File: src/design/yba_pkg.sv
`default_nettype none

package yba_pkg;

	localparam int CoefFracBits = 14;

	// widths of the fixed-point intermediates
	localparam int CoefW   = CoefFracBits + 2;    // signed coefficient
	localparam int DataW   = CoefFracBits + 10;   // Y, R-Y, B-Y (F fraction bits)
	localparam int ProdW   = CoefW + DataW;       // coefficient * difference
	localparam int AccW    = ProdW + 1;           // sum of two products
	localparam int ChromaW = AccW - CoefFracBits; // I, Q after floor
	localparam int ScaledW = DataW + CoefFracBits; // Y with 2F fraction bits
	localparam int MixW    = CoefW + ChromaW;     // coefficient * chroma
	localparam int SumW    = MixW + 2;            // channel sum, 2F fraction bits

	localparam int PipeDepth = 5;

	// round(thousandths / 1000 * 2^F), ties up
	function automatic int fx_coef(input int thousandths);
		return (thousandths * (1 << CoefFracBits) + 500) / 1000;
	endfunction

	localparam logic signed [CoefW-1:0] CoefYR = CoefW'(fx_coef(299));
	localparam logic signed [CoefW-1:0] CoefYG = CoefW'(fx_coef(587));
	localparam logic signed [CoefW-1:0] CoefYB = CoefW'(fx_coef(114));
	localparam logic signed [CoefW-1:0] CoefIR = CoefW'(fx_coef(710));
	localparam logic signed [CoefW-1:0] CoefIB = CoefW'(fx_coef(270));
	localparam logic signed [CoefW-1:0] CoefQR = CoefW'(fx_coef(480));
	localparam logic signed [CoefW-1:0] CoefQB = CoefW'(fx_coef(410));
	localparam logic signed [CoefW-1:0] CoefRI = CoefW'(fx_coef(956));
	localparam logic signed [CoefW-1:0] CoefRQ = CoefW'(fx_coef(620));
	localparam logic signed [CoefW-1:0] CoefGI = CoefW'(fx_coef(272));
	localparam logic signed [CoefW-1:0] CoefGQ = CoefW'(fx_coef(647));
	localparam logic signed [CoefW-1:0] CoefBI = CoefW'(fx_coef(1108));
	localparam logic signed [CoefW-1:0] CoefBQ = CoefW'(fx_coef(1705));

	typedef struct packed {
		logic [7:0] red_in;
		logic [7:0] green_in;
		logic [7:0] blue_in;
		logic       last_in;
	} pixel_t;

	typedef struct packed {
		logic [7:0] red_out;
		logic [7:0] green_out;
		logic [7:0] blue_out;
		logic       last_out;
	} result_t;

	typedef struct packed {
		logic signed [DataW-1:0]   luma;
		logic signed [ChromaW-1:0] chroma_i;
		logic signed [ChromaW-1:0] chroma_q;
		logic                      last;
	} yiq_t;

endpackage

`default_nettype wire

File: src/design/yba_inv.sv
`default_nettype none

// luma offset and YIQ -> RGB with clamp, two register stages
module yba_inv (
	input  wire logic                 clk,
	input  wire logic                 arst_n,
	input  wire logic                 yiq_valid,
	output logic                      yiq_ready,
	input  wire yba_pkg::yiq_t        yiq,
	input  wire logic signed [7:0]    offset,
	output logic                      res_valid,
	input  wire logic                 res_ready,
	output yba_pkg::result_t          res
);

	logic v_s4, v_s5;
	logic rdy_s4, rdy_s5;

	logic signed [yba_pkg::DataW-1:0]   base_w;
	logic signed [yba_pkg::ScaledW-1:0] ys_s4;
	logic signed [yba_pkg::MixW-1:0] m_ri_s4, m_rq_s4, m_gi_s4, m_gq_s4, m_bi_s4, m_bq_s4;
	logic last_s4;

	logic signed [yba_pkg::SumW-1:0] sum_r_w, sum_g_w, sum_b_w;
	yba_pkg::result_t res_s5;

	// drop 2F fraction bits; negative gives 0, above 255 saturates
	function automatic logic [7:0] clamp_channel(input logic signed [yba_pkg::SumW-1:0] v);
		logic [7:0] c;
		if (v[yba_pkg::SumW-1])
			c = 8'd0;
		else if (|v[yba_pkg::SumW-2:2*yba_pkg::CoefFracBits+8])
			c = 8'hFF;
		else
			c = v[2*yba_pkg::CoefFracBits+7:2*yba_pkg::CoefFracBits];
		return c;
	endfunction

	assign rdy_s5    = !v_s5 || res_ready;
	assign rdy_s4    = !v_s4 || rdy_s5;
	assign yiq_ready = rdy_s4;

	assign base_w = yiq.luma
		+ (yba_pkg::DataW'(offset) <<< yba_pkg::CoefFracBits);

	assign sum_r_w = yba_pkg::SumW'(ys_s4) + yba_pkg::SumW'(m_ri_s4)
		+ yba_pkg::SumW'(m_rq_s4);
	assign sum_g_w = yba_pkg::SumW'(ys_s4) - yba_pkg::SumW'(m_gi_s4)
		- yba_pkg::SumW'(m_gq_s4);
	assign sum_b_w = yba_pkg::SumW'(ys_s4) - yba_pkg::SumW'(m_bi_s4)
		+ yba_pkg::SumW'(m_bq_s4);

	always_ff @(posedge clk or negedge arst_n) begin
		if (!arst_n) begin
			v_s4 <= 1'b0;
			v_s5 <= 1'b0;
		end else begin
			if (rdy_s4) v_s4 <= yiq_valid;
			if (rdy_s5) v_s5 <= v_s4;
		end
	end

	always_ff @(posedge clk) begin
		if (rdy_s4 && yiq_valid) begin
			ys_s4   <= yba_pkg::ScaledW'(base_w) <<< yba_pkg::CoefFracBits;
			m_ri_s4 <= yba_pkg::MixW'(yiq.chroma_i) * yba_pkg::MixW'(yba_pkg::CoefRI);
			m_rq_s4 <= yba_pkg::MixW'(yiq.chroma_q) * yba_pkg::MixW'(yba_pkg::CoefRQ);
			m_gi_s4 <= yba_pkg::MixW'(yiq.chroma_i) * yba_pkg::MixW'(yba_pkg::CoefGI);
			m_gq_s4 <= yba_pkg::MixW'(yiq.chroma_q) * yba_pkg::MixW'(yba_pkg::CoefGQ);
			m_bi_s4 <= yba_pkg::MixW'(yiq.chroma_i) * yba_pkg::MixW'(yba_pkg::CoefBI);
			m_bq_s4 <= yba_pkg::MixW'(yiq.chroma_q) * yba_pkg::MixW'(yba_pkg::CoefBQ);
			last_s4 <= yiq.last;
		end
		if (rdy_s5 && v_s4) begin
			res_s5.red_out   <= clamp_channel(sum_r_w);
			res_s5.green_out <= clamp_channel(sum_g_w);
			res_s5.blue_out  <= clamp_channel(sum_b_w);
			res_s5.last_out  <= last_s4;
		end
	end

	assign res_valid = v_s5;
	assign res       = res_s5;

endmodule

`default_nettype wire

File: config.mk
export PLATFORM = sky130hd
export DESIGN_NAME = yba_inv
export DESIGN_NICKNAME = d
export VERILOG_FILES = /design/src/design/yba_pkg.sv /design/src/design/yba_inv.sv
export SDC_FILE = /design/constraint.sdc
export NUM_CORES = 2
export LEC_CHECK = 0
export BUFFER_PORTS_ARGS = -buffer_cell sky130_fd_sc_hd__buf_2
export CAP_MARGIN = 20
export CORE_MARGIN = 3
export CORE_UTILIZATION = 56
export CTS_CLUSTER_SIZE = 10
export DETAILED_ROUTE_END_ITERATION = 8
export GPL_TIMING_DRIVEN = 0
export PLACE_DENSITY = 0.79
export SLEW_MARGIN = 20
export SYNTH_ARGS = -nofsm -noshare
export SYNTH_HDL_FRONTEND = slang
export SYNTH_SLANG_ARGS = --single-unit
File: constraint.sdc
create_clock -name clk -period 12.9 [get_ports clk]
set_clock_uncertainty 0.05 [all_clocks]
set_input_delay 2.58 -clock clk [delete_from_list [all_inputs] [get_ports clk]]
set_output_delay 2.58 -clock clk [all_outputs]
set_load 0.03 [all_outputs]
## Yosys cells after proc, flatten, opt, wreduce, memory -nomap -nowiden

Cells that the tools add are included.

- Register bits: 298
- Latch bits: 0
- RAM bits: 0
- ROM bits: 0
- Bits of input ports: 91
- Output and inout port bits: 27
- Memories kept: 0

- $add $sub $neg: 7
- Multiply operators: 6
- Div/mod/pow operators: 0
- Magnitude comparators: 0
- Eq/ne operators: 0
- Shift-type cells: 0
- Mux-type cells: 3
- Bitwise gates (word level): 0
- Reductions and logical operators: 9

Operators with widths:

| cell | number |
|---|---|
| 27-bit by 16-bit multiplier with 43-bit output (second input constant) | 2 |
| 44-bit by 43-bit adder with 45-bit output | 1 |
| 43-bit by 42-bit adder with 44-bit output | 1 |
| 38-bit by 43-bit subtractor with 44-bit output | 1 |
| 38-bit by 42-bit adder with 43-bit output | 1 |
| 42-bit by 42-bit subtractor with 43-bit output | 1 |
| 27-bit by 15-bit multiplier with 42-bit output (second input constant) | 1 |
| 38-bit by 41-bit subtractor with 42-bit output | 1 |
| 27-bit by 14-bit multiplier with 41-bit output (second input constant) | 1 |
| 27-bit by 12-bit multiplier with 39-bit output (second input constant) | 1 |
| 27-bit by 11-bit multiplier with 38-bit output (second input constant) | 1 |
| 24-bit by 22-bit adder with 24-bit output | 1 |
| 8-bit two-way mux | 3 |
| 8-bit OR reduction | 3 |
| 1-bit logical AND | 2 |
| 1-bit logical NOT | 2 |
| 1-bit logical OR | 2 |

## Logic depth before layout (Yosys ltp)

- Depth after elaboration: 4
- Depth in mapped cells: 24
- Mapped depth without buffers: 24

## Worst setup path after synthesis

Ideal clock, no wire load.

- Path type: input port to flip-flop
- Start: input port res_ready
- End: register last_s4 (enable)
- Setup time: 0.657 ns
- Arrival time: 8.942 ns
- Required time: 12.193 ns
- Path slack: 3.251 ns
- Stages on the path: 2
- Buffers on the path: 0
- Cells stage by stage: nand3b_1 > and2_1

- Word-level cells in the longest chain between the ends: 3

RTL lines:

| element | line | RTL |
|---|---|---|
| from (decl) | yba_inv.sv:12 | `input wire logic res_ready,` |
| 1-bit logical OR | yba_inv.sv:39 | `assign rdy_s5 = !v_s5 \|\| res_ready;` |
| 1-bit logical OR | yba_inv.sv:40 | `assign rdy_s4 = !v_s4 \|\| rdy_s5;` |
| 1-bit logical AND | yba_inv.sv:64 | `if (rdy_s4 && yiq_valid) begin` |
| to (signal assigned) | yba_inv.sv:72 | `last_s4 <= yiq.last;` |
| to (decl) | yba_inv.sv:22 | `logic last_s4;` |

No other way between the ends.
A chain may end at the register's enable or synchronous reset.

## Final worst setup path

- Start: input port yiq[54] in the netlist's numbering
- End: register m_bi_s4[41] in the netlist's numbering, data pin

- Word-level cells in the longest chain between the ends: 1

RTL lines:

| element | line | RTL |
|---|---|---|
| from (decl) | yba_inv.sv:9 | `input wire yba_pkg::yiq_t yiq,` |
| 27-bit by 16-bit multiplier with 43-bit output | yba_inv.sv:70 | `m_bi_s4 <= yba_pkg::MixW'(yiq.chroma_i) * yba_pkg::MixW'(yba_pkg::CoefBI);` |
| to (signal assigned) | yba_inv.sv:70 |  |
| to (decl) | yba_inv.sv:21 | `logic signed [yba_pkg::MixW-1:0] m_ri_s4, m_rq_s4, m_gi_s4, m_gq_s4, m_bi_s4, m_bq_s4;` |

No other way between the ends.

==> results.sh <==
export IMPL_synth_edff_count=289
export IMPL_ant_nets=0
export IMPL_postCtsSetupRepairBufs=0
export IMPL_drc=0
export IMPL_relSlewSlack_pct=30.2
export IMPL_die_h_um=327
export IMPL_gp_congestion=0.949
export IMPL_antenna_cells=0
export IMPL_syn_area_mm2=0.0578
export IMPL_grt_pass1_wl_um=225000
export IMPL_clock_latency_ns=0.52
export IMPL_setup_tns_ns=0
export IMPL_cp_end_kind="register"
export IMPL_cts_sinks=291
export IMPL_clk_pin_slew_ns=0.06
export IMPL_htreeDepth=2
export IMPL_path_class="primary input to register"
export IMPL_grt_start_max_net_pins=60
export IMPL_cp_arrival_ns=10.26
export IMPL_final_nets=7804
export IMPL_yosysMostFrequentCell="inv_1"
export IMPL_io_pins=118
export IMPL_cts_made_buffers=35
export IMPL_drive_gt1_share_pct=3.64
export IMPL_status="finished clean"
export IMPL_maxSlewViolCount=0
export IMPL_num_vias=39500
export IMPL_max_freq_mhz=99.5
export IMPL_yosysUniqueCellTypes=85
export IMPL_cts_buffer_depth=3
export IMPL_required_ns=13.11
export IMPL_wl_per_cell_um=19.4
export IMPL_dieArea_mm2=0.107
export IMPL_yosysTopAreaCell="fa_1"
export IMPL_synthFlopType="edfxtp_1"
export IMPL_cp_slowest_stage_delay_ns=0.70
export IMPL_postCtsHoldBufs=0
export IMPL_cap_violations=0
export IMPL_synth_cells=5646
export IMPL_critPathSlowestCell="fa_1"
export IMPL_synth_commonest_cells="inv_1, fa_1, ha_1"
export IMPL_initial_core_util_pct=56.6
export IMPL_cts_resized=0
export IMPL_hold_path_class="register to register"
export IMPL_core_area_mm2=0.102
export IMPL_area_growth_syn_to_layout_pct=5.93
export IMPL_drt_initial_drc_count=2606
export IMPL_antenna_found_initial=2
export IMPL_fin_crit_ns=10.05
export IMPL_first_pass_iters=6
export IMPL_fillers=8332
export IMPL_hold_viol_final=0
export IMPL_root_buffer="clkbuf_16"
export IMPL_io_buffer_count=117
export IMPL_hpwl_um=118000
export IMPL_setup_viol=0
export IMPL_drt_total_wl_um=140000
export IMPL_synthArstFlopShare_pct=0.687
export IMPL_cp_max_fo=31
export IMPL_grt_setup_unrepaired="no"
export IMPL_crit_path_frequent_cell="fa_1"
export IMPL_crit_chain="buf_2 > clkbuf_1 > buf_1 > clkinv_2 > fa_1 > fa_1 > inv_1 > fa_1 > inv_1 > fa_1 > inv_1 > fa_1 > ha_1 > a21o_1 > a21oi_1 > o21ai_0 > a41o_1 > a311oi_1 > o21ai_0 > a21o_1 > a221oi_1 > xnor2_1"
export IMPL_fin_crit_sh_pct=77.9
export IMPL_drt_vias_per_instance=5.50
export IMPL_grt_overflow_total=0
export IMPL_grt_pass1_vias=41900
export IMPL_yosys_area_top_type_share_pct=33.6
export IMPL_cts_tree="yes"
export IMPL_synthTopCellsByArea="fa_1, ha_1, edfxtp_1"
export IMPL_ys_seq_area_share_pct=15.1
export IMPL_worstSetupStartpointType="primary input"
export IMPL_std_cell_rows=117
export IMPL_syn_nets=7646
export IMPL_die_w_um=327
export IMPL_syn_mean_instance_area_um2=10.2
export IMPL_grt_use_total_pct=26.9
export IMPL_tightest_slew_ns=1.05
export IMPL_synth_seq_cells=291
export IMPL_ys_warn_count=0
==> through the flow <==
step                      hold WS [ns]  utilization [%]  setup slack (ns)  std cells  area (um^2)
after floorplan                  0.350                -              3.25       5646        57800
after global placement           0.353             58.9              1.21       7131        60100
after detailed placement         0.366             59.0              2.37       7135        60200
after CTS                        0.380             60.0              2.93       7187        61200
after global routing             0.400             60.0              2.47       7187        61200
final                            0.380             60.0              2.85       7187        61200
==> final timing paths <==
check	depth (start not counted)	start	endpoint	slack, ns
max in group asynchronous	1	arst_n	res_valid	10.91
max reg2reg	14	ys_s4[21]	res[8]	7.32
min reg2reg	0	last_s4	res[0]	0.38
min in group asynchronous	1	arst_n	v_s4	1.77
max	22	yiq[54]	m_bi_s4[41]	2.85
min	0	last_s4	res[0]	0.38
==> layout make-up <==
| cell class | instances | area [um^2] | area share (%) |
|---|---|---|---|
| buffer | 26 | 100 | 0.164 |
| clock buffer | 49 | 971 | 1.59 |
| clock inverter | 3 | 38.8 | 0.0634 |
| inverter | 1582 | 5940 | 9.70 |
| multi-input combinational | 3747 | 43000 | 70.3 |
| sequential | 291 | 8730 | 14.3 |
| tap | 1368 | 1710 | 2.80 |
| timing repair buffer | 121 | 698 | 1.14 |
==> cells in the final DEF, fill, tap and decap left out, types with 7 or more instances in the layout <==
cell type  instances
ha_1             939
nor3_1            39
o21a_1            52
o31ai_1           16
o21ai_1            7
and3_1            26
xor2_1           133
o22ai_1            7
inv_1           1581
a211oi_1          22
nor2_1           162
clkbuf_1          30
buf_2            118
a221oi_1           7
a21oi_1          277
xnor2_1          210
edfxtp_1         289
clkbuf_16         37
nor4_1             7
or3_1              9
nand2b_1          33
o211ai_1          18
a31oi_1           27
mux2i_1           15
o21bai_1          37
a211o_1           12
nand2_1          151
or2_2             17
a21o_1           160
o2111ai_1         10
and2_1            41
o21ai_0          119
nand3_1           53
nand4_1           32
fa_1             970
nor2b_1           29
==> sequential cells by signal, summed over array words and instances (netlist names) <==
| name | count |
|---|---|
| m_bq_s4 | 43 |
| m_bi_s4 | 42 |
| m_ri_s4 | 42 |
| m_gq_s4 | 38 |
| m_rq_s4 | 38 |
| m_gi_s4 | 36 |
| res | 25 |
| ys_s4 | 24 |
| last_s4 | 1 |
| res_valid | 1 |
| v_s4 | 1 |
==> per-layer routing <==
layer | global-route usage [%] | vias up | share of wire, %
met2 | 45.8 | 1194 | 49
li1 | - | 18400 | -
met4 | 7.00 | 0 | 3.1
met3 | 3.06 | 206 | 6.2
met5 | 0 | - | 0
met1 | 36.8 | 19800 | 42
==> worst max-delay path, delay by kind of cell <==
family | cells | cell delay, ns
fa+ha+maj | 6 | 3.09
buf+inv | 7 | 2.28
compound gates | 8 | 2.18
xor+xnor | 1 | 0.11
==> cells by family after synthesis <==
group           after synthesis  synth area share (%)
flops                       291                  15.1
fa+ha+maj                  1909                  53.9
xor+xnor                    344                  5.23
compound gates              851                  9.66
buf+inv                    1608                  10.4
mux                          18                 0.318
simple gates                625                  5.32
Power is not shown: default switching activity piles up to over one toggle a cycle in this logic, so the estimate is an artifact.
