**src/design/yba_pkg.sv**
```systemverilog
`default_nettype none

package yba_pkg;

	localparam int CoefFracBits = 14;

	// widths of the fixed-point intermediates
	localparam int CoefW   = CoefFracBits + 2;    // signed coefficient
	localparam int DataW   = CoefFracBits + 10;   // Y, R-Y, B-Y (F fraction bits)
	localparam int ProdW   = CoefW + DataW;       // coefficient * difference
	localparam int AccW    = ProdW + 1;           // sum of two products
	localparam int ChromaW = AccW - CoefFracBits; // I, Q after floor
	localparam int ScaledW = DataW + CoefFracBits; // Y with 2F fraction bits
	localparam int MixW    = CoefW + ChromaW;     // coefficient * chroma
	localparam int SumW    = MixW + 2;            // channel sum, 2F fraction bits

	localparam int PipeDepth = 5;

	// round(thousandths / 1000 * 2^F), ties up
	function automatic int fx_coef(input int thousandths);
		return (thousandths * (1 << CoefFracBits) + 500) / 1000;
	endfunction

	localparam logic signed [CoefW-1:0] CoefYR = CoefW'(fx_coef(299));
	localparam logic signed [CoefW-1:0] CoefYG = CoefW'(fx_coef(587));
	localparam logic signed [CoefW-1:0] CoefYB = CoefW'(fx_coef(114));
	localparam logic signed [CoefW-1:0] CoefIR = CoefW'(fx_coef(710));
	localparam logic signed [CoefW-1:0] CoefIB = CoefW'(fx_coef(270));
	localparam logic signed [CoefW-1:0] CoefQR = CoefW'(fx_coef(480));
	localparam logic signed [CoefW-1:0] CoefQB = CoefW'(fx_coef(410));
	localparam logic signed [CoefW-1:0] CoefRI = CoefW'(fx_coef(956));
	localparam logic signed [CoefW-1:0] CoefRQ = CoefW'(fx_coef(620));
	localparam logic signed [CoefW-1:0] CoefGI = CoefW'(fx_coef(272));
	localparam logic signed [CoefW-1:0] CoefGQ = CoefW'(fx_coef(647));
	localparam logic signed [CoefW-1:0] CoefBI = CoefW'(fx_coef(1108));
	localparam logic signed [CoefW-1:0] CoefBQ = CoefW'(fx_coef(1705));

	typedef struct packed {
		logic [7:0] red_in;
		logic [7:0] green_in;
		logic [7:0] blue_in;
		logic       last_in;
	} pixel_t;

	typedef struct packed {
		logic [7:0] red_out;
		logic [7:0] green_out;
		logic [7:0] blue_out;
		logic       last_out;
	} result_t;

	typedef struct packed {
		logic signed [DataW-1:0]   luma;
		logic signed [ChromaW-1:0] chroma_i;
		logic signed [ChromaW-1:0] chroma_q;
		logic                      last;
	} yiq_t;

endpackage

`default_nettype wire

```
**src/design/yba_fwd.sv**
```systemverilog
`default_nettype none

// RGB -> YIQ, three register stages
module yba_fwd (
	input  wire logic          clk,
	input  wire logic          arst_n,
	input  wire logic          pix_valid,
	output logic               pix_ready,
	input  wire yba_pkg::pixel_t pix,
	output logic               yiq_valid,
	input  wire logic          yiq_ready,
	output yba_pkg::yiq_t      yiq
);

	logic v_s1, v_s2, v_s3;
	logic rdy_s1, rdy_s2, rdy_s3;

	logic signed [yba_pkg::DataW-1:0] luma_w;
	logic signed [yba_pkg::DataW-1:0] luma_s1, luma_s2;
	logic [7:0] red_s1, blue_s1;
	logic last_s1, last_s2;

	logic signed [yba_pkg::DataW-1:0] ry_w, by_w;
	logic signed [yba_pkg::ProdW-1:0] p_ir_s2, p_ib_s2, p_qr_s2, p_qb_s2;

	logic signed [yba_pkg::AccW-1:0] isum_w, qsum_w;
	yba_pkg::yiq_t yiq_s3;

	assign rdy_s3    = !v_s3 || yiq_ready;
	assign rdy_s2    = !v_s2 || rdy_s3;
	assign rdy_s1    = !v_s1 || rdy_s2;
	assign pix_ready = rdy_s1;

	assign luma_w =
		yba_pkg::DataW'(yba_pkg::CoefYR) * yba_pkg::DataW'($signed({1'b0, pix.red_in}))
		+ yba_pkg::DataW'(yba_pkg::CoefYG) * yba_pkg::DataW'($signed({1'b0, pix.green_in}))
		+ yba_pkg::DataW'(yba_pkg::CoefYB) * yba_pkg::DataW'($signed({1'b0, pix.blue_in}));

	assign ry_w = (yba_pkg::DataW'($signed({1'b0, red_s1})) <<< yba_pkg::CoefFracBits)
		- luma_s1;
	assign by_w = (yba_pkg::DataW'($signed({1'b0, blue_s1})) <<< yba_pkg::CoefFracBits)
		- luma_s1;

	assign isum_w = yba_pkg::AccW'(p_ir_s2) - yba_pkg::AccW'(p_ib_s2);
	assign qsum_w = yba_pkg::AccW'(p_qr_s2) + yba_pkg::AccW'(p_qb_s2);

	always_ff @(posedge clk or negedge arst_n) begin
		if (!arst_n) begin
			v_s1 <= 1'b0;
			v_s2 <= 1'b0;
			v_s3 <= 1'b0;
		end else begin
			if (rdy_s1) v_s1 <= pix_valid;
			if (rdy_s2) v_s2 <= v_s1;
			if (rdy_s3) v_s3 <= v_s2;
		end
	end

	always_ff @(posedge clk) begin
		if (rdy_s1 && pix_valid) begin
			luma_s1 <= luma_w;
			red_s1  <= pix.red_in;
			blue_s1 <= pix.blue_in;
			last_s1 <= pix.last_in;
		end
		if (rdy_s2 && v_s1) begin
			p_ir_s2 <= yba_pkg::ProdW'(ry_w) * yba_pkg::ProdW'(yba_pkg::CoefIR);
			p_ib_s2 <= yba_pkg::ProdW'(by_w) * yba_pkg::ProdW'(yba_pkg::CoefIB);
			p_qr_s2 <= yba_pkg::ProdW'(ry_w) * yba_pkg::ProdW'(yba_pkg::CoefQR);
			p_qb_s2 <= yba_pkg::ProdW'(by_w) * yba_pkg::ProdW'(yba_pkg::CoefQB);
			luma_s2 <= luma_s1;
			last_s2 <= last_s1;
		end
		if (rdy_s3 && v_s2) begin
			// arithmetic shift floors toward minus infinity
			yiq_s3.luma     <= luma_s2;
			yiq_s3.chroma_i <= yba_pkg::ChromaW'(isum_w >>> yba_pkg::CoefFracBits);
			yiq_s3.chroma_q <= yba_pkg::ChromaW'(qsum_w >>> yba_pkg::CoefFracBits);
			yiq_s3.last     <= last_s2;
		end
	end

	assign yiq_valid = v_s3;
	assign yiq       = yiq_s3;

endmodule

`default_nettype wire

```
**config.mk**
```make
export PLATFORM = sky130hd
export DESIGN_NAME = yba_fwd
export DESIGN_NICKNAME = d
export VERILOG_FILES = /design/src/design/yba_pkg.sv /design/src/design/yba_fwd.sv
export SDC_FILE = /design/constraint.sdc
export NUM_CORES = 2
export LEC_CHECK = 0
export BUFFER_PORTS_ARGS = -buffer_cell sky130_fd_sc_hd__buf_2
export CAP_MARGIN = 20
export CORE_MARGIN = 3
export CORE_UTILIZATION = 53
export CTS_CLUSTER_DIAMETER = 60
export DETAILED_ROUTE_END_ITERATION = 8
export PLACE_DENSITY = 0.72
export SYNTH_ARGS = -nofsm -noshare
export SYNTH_HDL_FRONTEND = slang
export SYNTH_SLANG_ARGS = --single-unit
```
**constraint.sdc**
```tcl
create_clock -name clk -period 19.2 [get_ports clk]
set_input_delay 1.92 -clock clk [delete_from_list [all_inputs] [get_ports clk]]
set_output_delay 1.92 -clock clk [all_outputs]
set_load 0.01 [all_outputs]
```
### Word level (Yosys, flattened, before mapping)

Index checks and enable logic that the tools add are counted.

* register bits: 295
* input port bits: 29
* output and inout bits: 81
* logic and storage cells: 39

* add/subtract/negate cells: 6
* multipliers: 7
* reductions and logical operators: 9

Operators by type and width (count)
* 24-bit by 11-bit multiplier with 35-bit output (second input constant): 2
* 23-bit by 24-bit subtractor with 24-bit output: 2
* 39-bit by 38-bit subtractor with 40-bit output: 1
* 38-bit by 38-bit adder with 39-bit output: 1
* 24-bit by 15-bit multiplier with 39-bit output (second input constant): 1
* 24-bit by 14-bit multiplier with 38-bit output (second input constant): 1
* 23-bit by 19-bit adder with 24-bit output: 1
* 21-bit by 22-bit adder with 23-bit output: 1
* 14-bit by 8-bit multiplier with 22-bit output (first input constant): 1
* 13-bit by 8-bit multiplier with 21-bit output (first input constant): 1
* 9-bit by 8-bit multiplier with 17-bit output (first input constant): 1
* 1-bit logical AND: 3
* 1-bit zero test: 3
* 1-bit logical OR: 3

### Logic depth before layout (Yosys ltp)

* word-level depth: 5
* depth in mapped cells: 32
* depth with buffers taken out: 31

### Least setup slack after synthesis

No wires, ideal clock.

* path type: input to register
* start: input pix[6] in the netlist's numbering
* end: register luma_s1[22] in the netlist's numbering, data pin
* setup time: 0.258 ns
* arrival time: 8.501 ns
* required time: 18.942 ns
* setup slack: 10.442 ns
* stages: 29
* path buffers: 0
* path through: ha_1 -> ha_1 -> inv_1 -> fa_1 -> fa_1 -> inv_1 -> ha_1 -> a31o_2 -> a21o_1 -> a21oi_1 -> inv_1 -> a21oi_1 -> xnor2_1 -> fa_1 -> inv_1 -> fa_1 -> fa_1 -> fa_1 -> inv_1 -> ha_1 -> nand2_1 -> nor2_1 -> o21a_1 -> a22oi_1 -> a21oi_1 -> a311o_1 -> a31o_2 -> a21oi_1 -> xnor2_1

* longest elaborated chain between the ends: 2

Ends and longest elaborated chain
* start: declaration: RTL line yba_fwd.sv:9 `input wire yba_pkg::pixel_t pix,`
* 9-bit by 8-bit multiplier with 17-bit output: RTL line yba_fwd.sv:37 `+ yba_pkg::DataW'(yba_pkg::CoefYB) * yba_pkg::DataW'($signed({1'b0, pix.blue_in}));`
* 23-bit by 19-bit adder with 24-bit output: RTL line yba_fwd.sv:37
* net luma_w, one bit: RTL line yba_fwd.sv:18 `logic signed [yba_pkg::DataW-1:0] luma_w;`
* end signal: assignment: RTL line yba_fwd.sv:61 `luma_s1 <= luma_w;`
* end: declaration: RTL line yba_fwd.sv:19 `logic signed [yba_pkg::DataW-1:0] luma_s1, luma_s2;`

The timed path passes the listed nets, and every way through them passes these cells.
A chain may end at the register's enable or synchronous reset.

### Final worst setup path

* start: register luma_s1[0] in the netlist's numbering
* end: register p_ir_s2[37] in the netlist's numbering, data pin

* longest elaborated chain between the ends: 2

Ends and longest elaborated chain
* 23-bit by 24-bit subtractor with 24-bit output: RTL line yba_fwd.sv:40 `- luma_s1;`
* 24-bit by 15-bit multiplier with 39-bit output: RTL line yba_fwd.sv:67 `p_ir_s2 <= yba_pkg::ProdW'(ry_w) * yba_pkg::ProdW'(yba_pkg::CoefIR);`
* end signal: assignment: RTL line yba_fwd.sv:67
* end: declaration: RTL line yba_fwd.sv:24 `logic signed [yba_pkg::ProdW-1:0] p_ir_s2, p_ib_s2, p_qr_s2, p_qb_s2;`

Every way passes these cells.

==> flow_metrics.env <==
export IMPL_outcome="finished, final reports clean"
export IMPL_period_minus_slack_ps=9450
export IMPL_path_max_fanout=16
export IMPL_wl_met3_microns=5040
export IMPL_track_usage=0.243
export IMPL_synthCells=3725
export IMPL_ys_flop_type="edfxtp_1"
export IMPL_async_flop_share=0.0106
export IMPL_critPathLaunchType="register"
export IMPL_numClockSinks=284
export IMPL_core_sq_um=71900
export IMPL_area_growth_pct=8.37
export IMPL_drv_cap=0
export IMPL_cts_reportedPaths_clkPinSlew_ps=60
export IMPL_fin_nets=5045
export IMPL_place_inst=4797
export IMPL_synth_fp_nets=4879
export IMPL_post_place_ws_ps=9780
export IMPL_grt_pass1_vias=27264
export IMPL_grt_overflow=0
export IMPL_fmax_mhz=106
export IMPL_post_dp_hpwl_microns=76000
export IMPL_clock_latency_ps=580
export IMPL_drtIter0Drc=1621
export IMPL_initial_core_util=0.539
export IMPL_antenna_found_initial=3
export IMPL_grt_max_degree=68
export IMPL_post_route_worst_setup_slack_ps=9750
export IMPL_final_hold_viol_count=0
export IMPL_maxSlewViolCount=0
export IMPL_clock_skew_ps=21.4
export IMPL_cp_slowest_cell="xnor2_1"
export IMPL_ys_ff_latch=284
export IMPL_wl_per_cell_microns=18.7
export IMPL_holdBufCountCts=0
export IMPL_ys_warnings_count=0
export IMPL_clockBufferDepth=3
export IMPL_worst_pin_slew_ps=1080
export IMPL_wirelength_microns=91200
export IMPL_dr_max_layer_used="met5"
export IMPL_hold_class="register to register"
export IMPL_finalCritPeriodShare=0.492
export IMPL_gp_congestion=0.927
export IMPL_setup_violations=0
export IMPL_ant_nets=0
export IMPL_die_area_sq_um=76300
export IMPL_fp_dieH_microns=276
export IMPL_cts_root_buf="clkbuf_16"
export IMPL_worstSetupPathType="register to register"
export IMPL_cts_buffers_inserted=40
export IMPL_slew_headroom=0.283
export IMPL_grt_pass1_wl_microns=146000
export IMPL_num_rows=98
export IMPL_fin_setup_tns_ps=0
export IMPL_rsz0062_at_grt="false"
export IMPL_required_ps=19510
export IMPL_syn_avg_cell_area_sq_um=10.4
export IMPL_wl_met1_microns=38200
export IMPL_die_w_microns=276
export IMPL_cp_arrival_ps=9760
export IMPL_endpoint_kind="register"
export IMPL_post_cts_buffers=0
export IMPL_drive_gt1_frac=0.0653
export IMPL_synth_seq_area_share=0.220
export IMPL_diodes=0
export IMPL_fin_cells=4872
export IMPL_ctsResizeCount=0
export IMPL_cp_slowest_stage_delay_ps=810
export IMPL_vias=26614
export IMPL_yosysUniqueCellTypes=77
export IMPL_viasPerCell=5.46
export IMPL_synth_enable_flop_cells=281
export IMPL_portBuffers=109
export IMPL_wl_met2_microns=44400
export IMPL_synthesis_area_sq_um=38700
export IMPL_io_pins=110
export IMPL_fin_hold_ws_ps=417
export IMPL_firstDrtPassIters=5
export IMPL_htreeDepth=2
export IMPL_regToRegSetupSlack_ps=9750
export IMPL_cts_tree="built"
export IMPL_post_route_drc_count=0
layout make-up:
| type | instances | area, sq um |
|---|---|---|
| fillers | 6174 | 29900 |
| multi-input cells | 2542 | 26900 |
| clock inverters | 25 | 214 |
| inverters | 878 | 3300 |
| repair buffers | 145 | 820 |
| well taps | 950 | 1190 |
| clock buffers | 48 | 1050 |
| flip-flops and latches | 284 | 8510 |
path summary, 6_finish.rpt:
path                        startpoint          end  depth (start not counted)
max                         luma_s1[0]  p_ir_s2[37]                         29
min                        luma_s2[10]      yiq[65]                          0
max reg2reg                 luma_s1[0]  p_ir_s2[37]                         29
min reg2reg                luma_s2[10]      yiq[65]                          0
max in group asynchronous       arst_n         v_s1                          1
min in group asynchronous       arst_n    yiq_valid                          1
cell usage in the layout (no fill, tap or decap), types with 7 or more instances in the layout:
master / n
inv_1: 878
ha_1: 653
fa_1: 472
edfxtp_1: 281
xnor2_1: 188
a21oi_1: 187
nor2_1: 147
o21ai_0: 117
buf_2: 109
a21o_1: 103
nand2_1: 94
xor2_1: 90
nor3_1: 50
o21a_1: 43
clkbuf_16: 40
nand2b_1: 36
buf_4: 35
nand3_1: 34
o21bai_1: 30
nor2b_1: 25
a31oi_1: 21
and3_1: 16
or3_1: 15
and2_1: 14
nand4_1: 12
a211oi_1: 12
o211ai_1: 11
a31o_2: 11
mux2i_1: 9
or2_2: 9
nor4_1: 8
xnor2_2: 8
inv_6: 7
layer usage:
layer | global-route usage | up-vias
met5 | 0 | -
met4 | 0.0884 | 6
met3 | 0.0387 | 168
met2 | 0.418 | 659
met1 | 0.311 | 13118
li1 | - | 12663
state kept, by name (all words and copies together) (netlist names):
register	cells
yiq_valid	1
red_s1	8
p_qr_s2	34
last_s1	1
last_s2	1
blue_s1	8
luma_s1	24
yiq	76
v_s1	1
v_s2	1
p_qb_s2	35
p_ib_s2	32
p_ir_s2	38
luma_s2	24
Yosys cell counts (5+ instances only):
library cell	instances	area [sq um]
a2111oi_0	6	52.6
a211o_1	5	43.8
a211oi_1	12	90.1
a21boi_0	6	45.0
a21o_1	103	773
a21oi_1	187	936
a221oi_1	5	43.8
a31o_2	11	96.3
a31oi_1	21	131
and2_1	17	106
and3_1	16	100
clkbuf_1	11	41.3
edfxtp_1	281	8440
fa_1	472	9450
ha_1	653	8170
inv_1	878	3300
mux2i_1	9	90.1
nand2_1	94	353
nand2b_1	36	225
nand3_1	34	170
nand3b_1	6	45.0
nand4_1	12	75.1
nor2_1	147	552
nor2b_1	25	156
nor3_1	50	250
nor4_1	8	50.1
nor4b_1	5	43.8
o211ai_1	11	82.6
o21a_1	43	323
o21ai_0	117	586
o21bai_1	30	225
o31a_1	6	52.6
o31ai_1	6	45.0
o41ai_1	6	52.6
or2_2	9	56.3
or3_1	15	93.8
xnor2_1	193	1690
xor2_1	93	815
through the flow:
step	instance area, sq um	utilization
2_1_floorplan	38700	-
3_3_place_gp	40600	0.566
3_5_place_dp	40700	0.566
4_1_cts	41900	0.583
5_1_grt	41900	0.584
6_report	41900	0.584
critical path, delay by kind of cell (launching register included):
kind                     cells  cell delay (ps)
AO/OA/AOI/OAI                7             1380
XOR/XNOR                     2              890
adder cells (fa/ha/maj)      8             3530
buffers and inverters        4              820
flip-flops                   1              750
AND/OR/NAND/NOR              8             1800
kinds of logic (layout without fill, tap and decap cells):
logic type | after synthesis | after routing | synth area share
buf+inv | 899 | 1096 | 0.0881
mux | 12 | 12 | 0.00320
simple gates | 492 | 492 | 0.0632
flops | 284 | 284 | 0.220
xor+xnor | 290 | 290 | 0.0664
fa+ha+maj | 1126 | 1126 | 0.456
compound gates | 622 | 622 | 0.104
Power is not shown: default switching activity piles up to over one toggle a cycle in this logic, so the estimate is an artifact.
